[src/sv/qpht_pkg.sv]
// Shared types and fixed constants of the quadratic probe hash table.
package qpht_pkg;

    localparam int TABLE_SIZE = 4096;
    localparam int SLOT_W     = $clog2(TABLE_SIZE);
    localparam int KEY_BYTES  = 6;
    localparam int KEY_W      = 8 * KEY_BYTES;
    localparam int STATE_W    = 2;
    localparam int ENTRY_W    = STATE_W + KEY_W;
    localparam int FAC_W      = $clog2(KEY_BYTES + 1);

    // Probe offset 3i + 7i^2 grows by 14i + 10 from probe i to probe i+1.
    localparam logic [SLOT_W-1:0] STEP_FIRST = SLOT_W'(10);
    localparam logic [SLOT_W-1:0] STEP_INC   = SLOT_W'(14);

    typedef enum logic [1:0] {
        OP_INSERT = 2'd0,
        OP_FIND   = 2'd1,
        OP_DELETE = 2'd2
    } op_t;

    typedef enum logic [1:0] {
        STATUS_OK   = 2'd0,
        STATUS_MISS = 2'd1,
        STATUS_FULL = 2'd2
    } status_t;

    typedef enum logic [STATE_W-1:0] {
        SLOT_EMPTY = 2'd0,
        SLOT_USED  = 2'd1,
        SLOT_DEL   = 2'd2
    } slot_state_t;

endpackage

[src/sv/qpht_hash.sv]
// Home slot hash: one key byte a cycle, squared product accumulated modulo table size.
module qpht_hash (
    input  logic                          aclk,
    input  logic                          aresetn,
    input  logic                          start,
    input  logic [qpht_pkg::KEY_W-1:0]    key,
    output logic                          done,
    output logic [qpht_pkg::SLOT_W-1:0]   home
);
    import qpht_pkg::*;

    logic [KEY_W-1:0]    key_reg;
    logic [FAC_W-1:0]    fac_reg;
    logic                busy_reg;
    logic                prod_vld_reg;
    logic [SLOT_W-1:0]   prod_reg;
    logic [SLOT_W-1:0]   sum_reg;
    logic                done_reg;
    logic [7:0]          cur_byte;
    logic [SLOT_W-1:0]   prod_next;
    logic [2*SLOT_W-1:0] square;

    assign cur_byte  = key_reg[KEY_W-1 -: 8];
    assign prod_next = SLOT_W'(SLOT_W'(cur_byte) * SLOT_W'(fac_reg));
    assign square    = prod_reg * prod_reg;

    always_ff @(posedge aclk) begin
        if (!aresetn) begin
            busy_reg     <= 1'b0;
            prod_vld_reg <= 1'b0;
            done_reg     <= 1'b0;
        end else if (start) begin
            key_reg      <= key;
            fac_reg      <= FAC_W'(1);
            busy_reg     <= 1'b1;
            prod_vld_reg <= 1'b0;
            sum_reg      <= '0;
            done_reg     <= 1'b0;
        end else begin
            // Last product still in flight once busy drops: finish on it.
            done_reg <= prod_vld_reg && !busy_reg;
            if (busy_reg) begin
                prod_reg     <= prod_next;
                prod_vld_reg <= 1'b1;
                key_reg      <= key_reg << 8;
                fac_reg      <= fac_reg + FAC_W'(1);
                if (fac_reg == FAC_W'(KEY_BYTES)) begin
                    busy_reg <= 1'b0;
                end
            end else begin
                prod_vld_reg <= 1'b0;
            end
            if (prod_vld_reg) begin
                sum_reg <= sum_reg + square[SLOT_W-1:0];
            end
        end
    end

    assign done = done_reg;
    assign home = sum_reg;

endmodule

[config.mk]
export PLATFORM = sky130hd
export DESIGN_NAME = qpht_hash
export DESIGN_NICKNAME = d
export VERILOG_FILES = /design/src/sv/qpht_pkg.sv /design/src/sv/qpht_hash.sv
export SDC_FILE = /design/constraint.sdc
export NUM_CORES = 1
export LEC_CHECK = 0
export BUFFER_PORTS_ARGS = -buffer_cell sky130_fd_sc_hd__buf_2
export CAP_MARGIN = 20
export CORE_UTILIZATION = 54
export DETAILED_ROUTE_END_ITERATION = 12
export GPL_TIMING_DRIVEN = 0
export HOLD_SLACK_MARGIN = 0.06
export PLACE_DENSITY_LB_ADDON = 0.1
export SLEW_MARGIN = 20
export SYNTH_ARGS = -nofsm -noshare
export SYNTH_HDL_FRONTEND = slang
export SYNTH_SLANG_ARGS = --single-unit
[constraint.sdc]
create_clock -name aclk -period 4.45 [get_ports aclk]
set_clock_uncertainty 0.15 [all_clocks]
set_input_delay 0 -clock aclk [delete_from_list [all_inputs] [get_ports aclk]]
set_output_delay 0 -clock aclk [all_outputs]
set_load 0.01 [all_outputs]
==> results.yml <==
outcome:
  status: "finished, violations left"
  violations: "negative setup slack"
global_routing:
  grt_pass1_vias: 4278
  overflow: 0
  grt_max_degree: 53
  grt_pass1_wl_mm: 19.0
  antenna_found_initial: 0
  grt_usage_pct: 22.8
synthesis:
  syn-num-nets: 614
  syn-cell-area_mm2: 0.00558
  yosysMostFrequentCell: "inv_1"
  ys_seq_area_share_pct: 40.9
  yosysTopAreaCell: "edfxtp_1"
  synth.top_cell.area_share_pct: 39.8
  synth_flop_cell: "edfxtp_1"
  ys_top_cells_by_count: "inv_1, edfxtp_1, fa_1"
  avgSynthCellArea_um2: 11.8
  synth_area_leaders: "edfxtp_1, fa_1, ha_1, mux2_2, inv_1"
  synth_edf_count: 74
  async_reset_ff_share_pct: 0
  synth-warning-count: 0
  syn-instance-count: 471
  synthDistinctLibCells: 32
  ys_ff_latch: 77
sta:
  period_needed_ns: 4.70
  finalSetupTns_ns: -0.409
  fmax_mhz: 213
  finalWorstSetupSlack_ns: -0.247
  final_max_slew_viol_count: 0
  rsz0062_at_grt: "true"
  min_period_over_period_pct: 106
  setup_violations: 3
  hold_viol: 0
  tightest_slew_ns: 0.701
  slew_headroom_pct: 53.3
critical_path:
  slowest_stage: "fa_1"
  startpoint_type: "register"
  cp_max_fo: 3
  regToRegStartpoint: "prod_reg[3]"
  r2r_cells: 17
  worstPathArrival_ns: 4.66
  required_ns: 4.41
  cpMostUsedCell: "fa_1"
  cpPeakStageDelay_ns: 0.56
  critPathCaptureType: "register"
  reg2reg_slack_ns: -0.25
  crit_path_cell_trace: "buf_6, buf_4, nand2_2, fa_1, inv_1, fa_1, fa_1, fa_1, inv_2, fa_1, inv_2, ha_4, a21oi_4, nor2b_4, a311oi_4, xnor2_1, nor2_1"
  critPathCapture: "home[11]"
  r2r-end: "home[11]"
  path_class: "register to register"
  startpoint: "prod_reg[3]"
clock_network:
  cts_buffers: 9
  htreeDepth: 3
  clkSinkCount: 77
  clock_latency_ns: 0.35
  ctsLongestPathBuffers: 2
  cts_root_buffer: "clkbuf_8"
  cts.clk_slew.worst_paths_ns: 0.09
  cts_tree: "done"
final_layout:
  n_antenna_cell: 0
  fill_cells: 660
  largest_reg_flops: 48
  nNetsFinal: 771
  syn_to_final_growth_pct: 31.4
  drive_gt1_share_pct: 32.4
placement:
  pre_cts_slack_ns: -0.357
  place.gp.congestion: 0.779
  io_buffers: 62
  dp_hpwl_mm: 7.55
power:
  p_int_uw: 2280
  sw_frac_of_total_pct: 37.3
  comb_power_share_pct: 59.3
  powerDensity_mw_per_mm2: 497
  clockPowerShare_pct: 14.6
  peakVddDrop_mv: 0.373
  netSwitchingPower_uw: 1360
  leakage_uw: 0.00329
  p_seq_share_pct: 26.2
route:
  vias: 3775
  antenna_left: 0
  drcViolationCount: 0
  via_per_inst: 4.93
  first_pass_iters: 4
  wl_per_cell_um: 14.9
  wirelength_mm: 11.4
  drt_iter0_markers: 113
floorplanning:
  rows: 36
  start_util_pct: 56.3
  core_area_mm2: 0.00991
  die_w_um: 104
  ios: 64
  die_h_um: 104
  die_area_mm2: 0.0107
job:
  cap_viol_max_count: 0
hold_path:
  holdCritPathClass: "input pin to register"
  hold_depth: 2
## power groups by stage
| stage | sequential, uW | combinational, uW | clock (uW) |
|---|---|---|---|
| after CTS | 951 | 1880 | 536 |
| after global placement | 969 | 1590 | 0 |
| final | 953 | 2160 | 530 |
| after floorplan | 972 | 1330 | 0 |
| after detailed placement | 971 | 1640 | 0 |
| after global routing | 962 | 2400 | 565 |
## critical path, delay by kind of cell, from the launching register on
| family | cells | cell delay [ns] |
|---|---|---|
| buf+inv | 5 | 0.38 |
| xor+xnor | 1 | 0.17 |
| fa+ha+maj | 6 | 2.71 |
| compound gates | 2 | 0.40 |
| flops | 1 | 0.45 |
| simple gates | 3 | 0.18 |
## cell families after synthesis
| kind of cell | Yosys count | share of synthesized area (%) |
|---|---|---|
| muxes | 40 | 8.07 |
| AOI/OAI and AO/OA | 23 | 3.21 |
| DFF | 77 | 40.9 |
| buffers and inverters | 117 | 8.18 |
| xor gates and xnor gates | 22 | 3.70 |
| adders and majority gates | 92 | 27.4 |
| and+or+nand+nor | 100 | 8.59 |
## layout by cell type (no fill, tap or decap), types with 3 or more instances in the layout
cell type	Yosys	routed
a21o_1	3	3
a21oi_1	5	3
and2_1	24	22
buf_1	3	3
buf_2	0	62
buf_4	0	19
buf_6	1	10
clkbuf_1	6	5
clkbuf_8	1	12
dfxtp_1	3	3
dlygate4sd3_1	0	56
edfxtp_1	74	74
fa_1	50	48
ha_1	42	31
ha_4	0	10
inv_1	106	90
inv_2	0	16
mux2_2	40	40
nand2_1	45	34
nand2_2	0	8
nand2_4	0	3
nand2b_1	3	3
nor2_1	14	13
nor2b_1	9	7
xnor2_1	16	16
xor2_1	5	5
## per-stage QoR
step           instances  power [uW]  hold WS (ns)  utilization (%)  cell area [um2]
6_report             766        3640         0.142             74.0             7330
5_1_grt              766        3920         0.157             74.0             7330
4_1_cts              754        3360         0.137             71.3             7070
3_5_place_dp         666        2610         0.136             61.9             6130
3_3_place_gp         666        2560         0.136             61.8             6130
2_1_floorplan        471        2300       0.00923                -             5650
## timing repair
item | 4_1_cts | 5_1_grt
hold buffers | 56 | 0
setup endpoints to repair | 3 | 5
buffers inserted | 16 | 12
hold endpoints to repair | 60 | 0
gates resized for setup | 12 | 51
pin swaps | 18 | 29
## worst min-delay path by stage
stage                   endpoint  slack [ns]    start
finish               key_reg[39]        0.14    start
global route         key_reg[25]        0.16    start
CTS                  key_reg[39]        0.14    start
detailed placement    key_reg[1]        0.14   key[1]
global placement      key_reg[1]        0.14   key[1]
floorplan           prod_vld_reg       0.009  aresetn
## per-layer routing
layer  track usage [%]  vias up  routed length [um]
met1              24.2     1839                4310
met4              8.98        0                 253
met2              44.2       99                6380
met5                 0        -                   0
li1                  -     1813                   -
met3              4.09       24                 463
## cell type report
cell class | instances | area (um2) | area share (%)
Buffer | 11 | 78.8 | 1.07
Clock buffer | 10 | 128 | 1.74
Inverter | 106 | 398 | 5.43
Clock inverter | 6 | 63.8 | 0.870
Sequential cell | 77 | 2280 | 31.1
Tap cell | 133 | 166 | 2.27
Timing Repair Buffer | 146 | 1110 | 15.2
Multi-Input combinational cell | 277 | 3100 | 42.3
Power figures use the tool's default switching activity.
