File: src/sv/qpht_ram.sv
// Generic single-port-write, single-port-read RAM with registered read data.
module qpht_ram #(
    parameter int WIDTH = 8,
    parameter int DEPTH = 16
) (
    input  logic                     aclk,
    input  logic                     we,
    input  logic [$clog2(DEPTH)-1:0] waddr,
    input  logic [WIDTH-1:0]         wdata,
    input  logic                     re,
    input  logic [$clog2(DEPTH)-1:0] raddr,
    output logic [WIDTH-1:0]         rdata
);

    logic [WIDTH-1:0] mem [DEPTH];

    always_ff @(posedge aclk) begin
        if (we) begin
            mem[waddr] <= wdata;
        end
        if (re) begin
            rdata <= mem[raddr];
        end
    end

endmodule

File: config.mk
export PLATFORM = sky130hd
export DESIGN_NAME = qpht_ram
export DESIGN_NICKNAME = d
export VERILOG_FILES = /design/src/sv/qpht_ram.sv
export SDC_FILE = /design/constraint.sdc
export NUM_CORES = 1
export LEC_CHECK = 0
export ABC_AREA = 1
export BUFFER_PORTS_ARGS = -buffer_cell sky130_fd_sc_hd__clkbuf_2
export CORE_ASPECT_RATIO = 0.8
export CORE_MARGIN = 2
export CORE_UTILIZATION = 63
export CTS_BUF_LIST = sky130_fd_sc_hd__clkbuf_8
export CTS_CLUSTER_SIZE = 28
export DETAILED_ROUTE_END_ITERATION = 12
export PLACE_DENSITY = 0.93
export SYNTH_ARGS = -nofsm -noshare
export SYNTH_HDL_FRONTEND = slang
export SYNTH_SLANG_ARGS = --single-unit
File: constraint.sdc
create_clock -name aclk -period 1.6 [get_ports aclk]
set_input_delay 0.32 -clock aclk [delete_from_list [all_inputs] [get_ports aclk]]
set_output_delay 0.32 -clock aclk [all_outputs]
set_load 0.1 [all_outputs]
==> results of run 1 <==
## state kept, by name (all words and copies together) (netlist names)
register  count
rdata         8
mem         128
## synth_stat cells
master / number
inv_2: 2
nand3b_1: 2
edfxtp_1: 136
nand3_1: 97
buf_2: 13
buf_4: 4
nand2_1: 173
buf_1: 1
nor2_1: 17
inv_1: 100
buf_6: 6
## power by group through the flow
stage	sequential, mW	clock (mW)	combinational [mW]
2_1_floorplan	4.23	0	0.281
3_3_place_gp	4.11	0	0.593
3_5_place_dp	4.11	0	0.616
4_1_cts	4.03	2.91	0.627
5_1_grt	4.04	3.06	0.680
6_report	4.04	2.90	0.639
## layer usage
| metal | part of all wire | up-vias | wire (um) | global-route usage |
|---|---|---|---|---|
| met5 | 0 | - | 0 | 0 |
| met4 | 0.024 | 0 | 341 | 0.102 |
| met3 | 0.12 | 43 | 1700 | 0.0742 |
| met2 | 0.48 | 317 | 6760 | 0.456 |
| met1 | 0.38 | 1979 | 5400 | 0.420 |
| li1 | - | 1872 | - | - |
## how the worst min path moves through the flow
stage / start / to / slack (ns) / cells past startpoint
final: re / rdata[7] / 0.26 / 1
after CTS: re / rdata[7] / 0.24 / 1
after floorplan: wdata[0] / mem[0][0] / 0.42 / 0
after global placement: re / rdata[4] / 0.70 / 1
after detailed placement: re / rdata[4] / 0.71 / 1
after global routing: re / rdata[1] / 0.26 / 1
## stage by stage
step	instances	power (mW)	hold WS [ns]	cell area, sq um	setup WS [ns]
after detailed placement	694	4.73	0.712	6190	-0.00563
after global routing	726	7.78	0.259	6610	0.00501
after CTS	726	7.57	0.241	6610	0.000372
final	727	7.57	0.261	6610	0.0499
after global placement	694	4.70	0.700	6190	0.0674
after floorplan	551	4.51	0.419	5850	0.329
## logic make-up after synthesis
logic type | synth area share
flops | 0.698
simple gates | 0.208
buf+inv | 0.0939
## final cells by class
cell class              instances  area [sq um]
diodes                          1          2.50
clock buffers                  17           234
clock inverters                15           178
fillers                       601          2430
inverters                     102           383
multi-input cells             289          1210
flip-flops and latches        136          4080
well taps                     115           144
repair buffers                 52           373
==> impl_results.md, run 1 <==
* Synth Register Bits at 136
* Area grow syn2layout at 13.1%
* Nets at 617
* 1st-pass router iterations at 7
* Critical path cell sequence: clkbuf_2
* Post-Route Skew at 0.00993 ns
* I/O Pins at 27
* Combinational Power Share at 0.084
* Dpl hpwl at 8900 um
* Vias/cell at 5.79
* Synth area leader: edfxtp_1
* Root Buffer: clkbuf_8
* Final Setup Violations at 0
* Post-Syn Instances at 551
* Overall Global Routing Usage at 0.296
* Max Fclk at 0.645 GHz
* Buffers plus inverters on the worst setup path at 1
* Worst Hold Class: input pin to flop
* Critical path endpoint category: output pin
* Vias in the first global route at 4038
* Sequential share of power at 0.533
* Reg-to-reg setup timing slack at 0.39 ns
* Post-route DRC at 0
* Relative slew slack at 0.590
* Clock buffer count from CTS at 17
* Worst skew pair latency at 0.45 ns
* Hold Vio Cnt, Final at 0
* Final Max Slew Viols at 0
* Critical-path top delay cell: clkbuf_2
* Top cells by area, synth: edfxtp_1, nand2_1, nand3_1
* CP Class: flop to output pin
* Crit-path max cell delay at 0.45 ns
* Max Cap Viol at 0
* Worst EP required at 1.28 ns
* Initial Util at 0.647
* Crit-path max FO at 1
* Grt total ovfl at 0
* Routed length per instance at 19.5 um
* Critical Path AT at 1.23 ns
* H-Tree Depth at 4
* CTS Sinks at 136
* Clock Power Share at 0.382
* NetSw at 1.86 mW
* Final period util at 0.969
* IO Port Bufs at 26
* Tmin final at 1.55 ns
* Least-Margin Pin Slew at 0.615 ns
* CP Launch Point: rdata[0]
* Setup TNS at 0 ns
* Via count at 4211
* Longest Clk Path Bufs at 2
* Routed Antenna Nets at 0
* Crit start category: flop
* Layout cell share with drive strength beyond 1 at 0.137
* Mapped cell area at 0.00585 sq mm
* CTS tree: yes
* Netlist cell types at 11
* Largest net degree at the start of global routing at 50
* Leak at 2.89 nW
* Ys Warns at 0
* Synth Net Count at 570
* CTS Hold Buffers Added at 0
* Crit path depth at 1
* Status: complete, no violations
* Power per standard cell area at 1140 mW/mm^2
* Final Util at 0.732
* Max VDD drop at 0.695 mV
* Setup crit end: rdata[0]
* First-pass GRT wire length at 22100 um
* Row count at 31
* Switching portion of total power at 0.246
* Worst reg2reg startpoint: mem[1][4]
* Internal at 5.71 mW
* Reg2Reg Depth at 6
* Sequential area share after synthesis at 0.698
* Routed WL at 14200 um
* Post-Syn Area per Cell at 10.6 sq um
* Cell family with most CP delay: buffers and inverters
* R2r endpoint: rdata[4]
* Initial antenna violation count at 0
* DRT iter0 DRCs at 725
* Post-synth top area share at 0.698
* Commonest non-fill, non-tap cell in the layout: nand2_1
* Post-CTS Resized at 4
* Die height at 90.2 um
* Die width at 112 um
* Area of the die at 0.0101 sq mm
* Clock-pin slew on the worst setup and hold paths at 0.08 ns
* Placer Congestion at 0.933
* Most frequent cells in the layout: nand2_1, edfxtp_1, inv_1
* RSZ-0062 raised after global routing: no
* Core area at 0.00904 sq mm
* Setup bufs post-CTS at 0
No activity file was read; power rests on OpenSTA's default activity.
==> run 2: changes to the inputs <==
==> constraint.sdc (replaced) <==
create_clock -name aclk -period 1.6 [get_ports aclk]
set_input_delay 0.08 -clock aclk [delete_from_list [all_inputs] [get_ports aclk]]
set_output_delay 0.08 -clock aclk [all_outputs]
set_load 0.1 [all_outputs]
==> run 2 against run 1 <==
Maximum frequency up 12%. Critical endpoint is now rdata[4]. Sequential share of layout area up 0.57 points. Critical path type unchanged. Setup slack better by 0.16 ns. First-iteration DRC count down 50%. Routed wire length down 7.5%. Non-clock buffer count down 2. Count of clock-buffer cells in the layout unchanged. Largest cell class unchanged. Clock skew about the same. Global-route usage down 1.6 points. Clock power down 4%. Total power down 1.8%. Register-to-register slack better by 0.03 ns.
==> impl_results.md, run 2 (synthesis gave the netlist of run 1 again) <==
* Status: complete, no violations
* Routed length per instance at 18.2 um
* Most frequent cells in the layout: nand2_1, edfxtp_1, inv_1
* Hold Vio Cnt, Final at 0
* DRT iter0 DRCs at 365
* H-Tree Depth at 4
* Max Cap Viol at 0
* Post-Layout Cell Count at 722
* RSZ-0062 raised after global routing: no
* Die height at 90.2 um
* Root Buffer: clkbuf_8
* Worst Hold Class: input pin to flop
* Commonest non-fill, non-tap cell in the layout: nand2_1
* Max FFs per register at 128
* Layout cell share with drive strength beyond 1 at 0.135
* # diodes at 0
* Least-Margin Pin Slew at 0.610 ns
* Worst reg2reg startpoint: mem[5][5]
* Vias in the first global route at 3926
* Overall Global Routing Usage at 0.281
* Clock buffer count from CTS at 17
* Fill cells at 594
* I/O Pins at 27
* Max VDD drop at 0.787 mV
* Setup TNS at 0 ns
* Placer Congestion at 0.889
* Core area at 0.00904 sq mm
* CTS tree: yes
* Largest net degree at the start of global routing at 41
* Final Max Slew Viols at 0
* Cell family with most CP delay: buffers and inverters
* Pre-CTS WS at 0.233 ns
* Largest registers: mem (128), rdata (8)
* CTS Hold Buffers Added at 0
* Critical Path AT at 1.31 ns
* Leak at 2.86 nW
* First-pass GRT wire length at 20900 um
* Post-Route Skew at 0.0103 ns
* Worst Hold End: rdata[0]
* Power, Total at 7.43 mW
* CP Class: flop to output pin
* Row count at 31
* Clock-pin slew on the worst setup and hold paths at 0.08 ns
* Hold_ws at 0.0400 ns
* Post-route cell area at 0.00655 sq mm
* Crit start category: flop
* CTS Sinks at 136
* Critical path cell sequence: clkbuf_2
* Grt total ovfl at 0
* Area grow syn2layout at 12.0%
* Post-CTS Resized at 0
* Routed WL at 13100 um
* Worst EP required at 1.52 ns
* Hold Path Cell Cnt at 1
* 1st-pass router iterations at 5
* Critical-path top delay cell: clkbuf_2
* Crit-path max FO at 1
* Final period util at 0.866
* IO Port Bufs at 26
* Nets at 615
* Worst skew pair latency at 0.44 ns
* Reg2Reg Depth at 6
* Post-route DRC at 0
* DP Area at 0.00616 sq mm
* Via count at 4025
* R2r endpoint: rdata[5]
* Routed Antenna Nets at 0
* Area of the die at 0.0101 sq mm
* Setup bufs post-CTS at 0
* Dpl hpwl at 8360 um
* Critical path endpoint category: output pin
* Initial Util at 0.647
* Initial antenna violation count at 0
* Relative slew slack at 0.592
* Reg-to-reg setup timing slack at 0.42 ns
* Crit-path max cell delay at 0.48 ns
* Final Util at 0.725
* Worst Hold Launch: re
* Final worst setup slack at 0.214 ns
* Power per standard cell area at 1130 mW/mm^2
* CP Launch Point: rdata[4]
* Final Setup Violations at 0
* Tmin final at 1.39 ns
* Buffers plus inverters on the worst setup path at 1
* Post-Place Cells at 692
* Most flops, register: mem
* Longest Clk Path Bufs at 2
* Max Fclk at 0.722 GHz
* Vias/cell at 5.57
* Die width at 112 um
run 2: cell type report:
| class | instances | area [sq um] | area share |
|---|---|---|---|
| Sequential cell | 136 | 4080 | 0.623 |
| Multi-Input combinational cell | 289 | 1210 | 0.185 |
| Timing Repair Buffer | 50 | 335 | 0.0512 |
| Clock buffer | 17 | 234 | 0.0357 |
| Tap cell | 115 | 144 | 0.0220 |
| Inverter | 102 | 383 | 0.0584 |
| Clock inverter | 13 | 158 | 0.0241 |
run 2: where the power goes:
group	total (mW)	internal, mW	leakage, nW	switching (mW)
sequential	4.04	4.01	1.24	0.0256
clock	2.79	1.51	0.189	1.28
combinational	0.608	0.145	1.43	0.462
run 2: worst max-delay path by stage:
stage               slack, ns         end  cells after the start
floorplan                0.57  mem[10][0]                      2
global placement         0.29    rdata[5]                      8
detailed placement       0.23    rdata[5]                      8
CTS                      0.21    rdata[4]                      1
global route             0.16    rdata[4]                      1
finish                   0.21    rdata[4]                      1
run 2: layer usage:
layer  share of wire  up-vias  global-route usage
met1            0.40     1884               0.399
met2            0.48      253               0.431
li1                -     1864                   -
met4           0.018        0              0.0957
met5               0        -                   0
met3            0.11       24              0.0708
==> run 3: changes to the inputs <==
--- a/config.mk
+++ b/config.mk
@@ -9,11 +9,11 @@
 export BUFFER_PORTS_ARGS = -buffer_cell sky130_fd_sc_hd__clkbuf_2
 export CORE_ASPECT_RATIO = 0.8
 export CORE_MARGIN = 2
-export CORE_UTILIZATION = 63
+export CORE_UTILIZATION = 55
 export CTS_BUF_LIST = sky130_fd_sc_hd__clkbuf_8
 export CTS_CLUSTER_SIZE = 28
 export DETAILED_ROUTE_END_ITERATION = 12
-export PLACE_DENSITY = 0.93
+export PLACE_DENSITY = 0.85
 export SYNTH_ARGS = -nofsm -noshare
 export SYNTH_HDL_FRONTEND = slang
 export SYNTH_SLANG_ARGS = --single-unit
==> run 3 against run 2 <==
Sequential share of layout area fell by 0.17 points. Global-route usage fell by 3.7 points. Final cell count increased by 3.3%. Setup slack worse by 0.051 ns. Critical path type unchanged. Largest cell class unchanged. Largest power group unchanged.
==> impl_results.md, run 3 (synthesis gave the netlist of run 1 again) <==
* CTS Sinks at 136
* Buffers plus inverters on the worst setup path at 1
* Die width at 119 um
* Routed length per instance at 17.1 um
* Multi-input gate area at 0.00121 sq mm
* Clock-pin slew on the worst setup and hold paths at 0.07 ns
* Grt total ovfl at 0
* Longest Clk Path Bufs at 2
* Routed Antenna Nets at 0
* Nets at 612
* RSZ-0062 raised after global routing: no
* H-Tree Depth at 4
* Max Fclk at 0.696 GHz
* Tmin final at 1.44 ns
* Crit-path max FO at 1
* Die height at 96.2 um
* Dpl hpwl at 8130 um
* Worst Hold Launch: re
* R2r endpoint: rdata[6]
* CP Class: flop to output pin
* Largest registers: mem (128), rdata (8)
* Initial Util at 0.569
* Setup TNS at 0 ns
* 1st-pass router iterations at 7
* Post-route DRC at 0
* Relative slew slack at 0.600
* Routed WL at 12800 um
* Worst reg2reg startpoint: mem[8][6]
* Post-CTS Resized at 0
* Worst skew pair latency at 0.44 ns
* Critical path cell sequence: clkbuf_2
* Power per standard cell area at 1140 mW/mm^2
* Area grow syn2layout at 12.3%
* # diodes at 0
* Final period util at 0.898
* Final Util at 0.639
* Max VDD drop at 0.867 mV
* Most frequent cells in the layout: nand2_1, edfxtp_1, inv_1
* Hold Vio Cnt, Final at 0
* Root Buffer: clkbuf_8
* CTS Hold Buffers Added at 0
* First-pass GRT wire length at 20200 um
* Core area at 0.0103 sq mm
* Register area at 0.00408 sq mm
* Reg2Reg Depth at 6
* Status: complete, no violations
* Initial antenna violation count at 0
* Max FFs per register at 128
* Most flops, register: mem
* Vias/cell at 5.35
* Fill cells at 800
* Least-Margin Pin Slew at 0.599 ns
* Vias in the first global route at 3967
* IO Port Bufs at 26
* CTS tree: yes
* Placer Congestion at 0.933
* Area of the die at 0.0115 sq mm
* Crit path depth at 1
* Layout cell share with drive strength beyond 1 at 0.122
* Via count at 3993
* Final Max Slew Viols at 0
* I/O Pins at 27
* Cell family with most CP delay: buffers and inverters
* Worst Hold Class: input pin to flop
* Post-route cell area at 0.00657 sq mm
* Crit-path max cell delay at 0.49 ns
* DRT iter0 DRCs at 390
* Critical-path top delay cell: clkbuf_2
* Critical Path AT at 1.36 ns
* Final Setup Violations at 0
* Reg-to-reg setup timing slack at 0.43 ns
* Setup bufs post-CTS at 0
* Max Cap Viol at 0
* Row count at 33
* DP Area at 0.00617 sq mm
* Critical path endpoint category: output pin
* Hold Path Cell Cnt at 1
* Clock buffer count from CTS at 17
* Commonest non-fill, non-tap cell in the layout: nand2_1
* Worst Hold End: rdata[5]
* Largest net degree at the start of global routing at 65
* Post-Route Skew at 0.00835 ns
* Overall Global Routing Usage at 0.244
* Crit start category: flop
* Leak at 2.87 nW
* Worst EP required at 1.52 ns
## run 3: changes by cell type in the layout (fill, tap and decap cells not counted)
| cell | delta |
|---|---|
| buf_4 | -3 |
| bufinv_16 | +1 |
| clkinv_1 | +5 |
| clkinv_4 | -2 |
| clkinvlp_4 | -4 |
| inv_1 | +2 |
## run 3: where the power goes
| part | internal, mW | leakage [nW] | switching (mW) |
|---|---|---|---|
| sequential | 4.01 | 1.24 | 0.0296 |
| clock | 1.65 | 0.213 | 1.22 |
| combinational | 0.139 | 1.42 | 0.456 |
## run 3: worst max-delay path by stage
stage | startpoint | to | slack [ns]
floorplan | waddr[2] | mem[10][0] | 0.57
global placement | raddr[0] | rdata[3] | 0.29
detailed placement | raddr[0] | rdata[2] | 0.28
CTS | rdata[3] | rdata[3] | 0.17
global route | rdata[3] | rdata[3] | 0.16
finish | rdata[6] | rdata[6] | 0.16
## run 3: cell type report
type,instances,area share
multi-input cells,289,0.185
repair buffers,47,0.0476
clock buffers,17,0.0356
flip-flops and latches,136,0.622
well taps,140,0.0267
clock inverters,15,0.0253
inverters,102,0.0583
## run 3: per-layer routing
layer,track usage,wire [um]
met1,0.321,5210
met2,0.397,6170
met5,0,0
met4,0.0913,218
met3,0.0658,1170
## run 3: metrics by stage
| stage | std cells | total power [mW] | hold slack (ns) | worst slack, ns |
|---|---|---|---|---|
| floorplan | 551 | 4.51 | 0.179 | 0.569 |
| global placement | 714 | 4.69 | 0.482 | 0.295 |
| detailed placement | 714 | 4.71 | 0.491 | 0.280 |
| CTS | 746 | 7.52 | 0.0334 | 0.169 |
| global route | 746 | 7.72 | 0.0442 | 0.155 |
| finish | 746 | 7.51 | 0.0713 | 0.163 |
## run 3: worst reg2reg max path, delay by kind of cell (launching register included)
kind	cells	cell delay (ns)
buffers and inverters	1	0.07
AND/OR/NAND/NOR	5	0.50
flip-flops	1	0.38
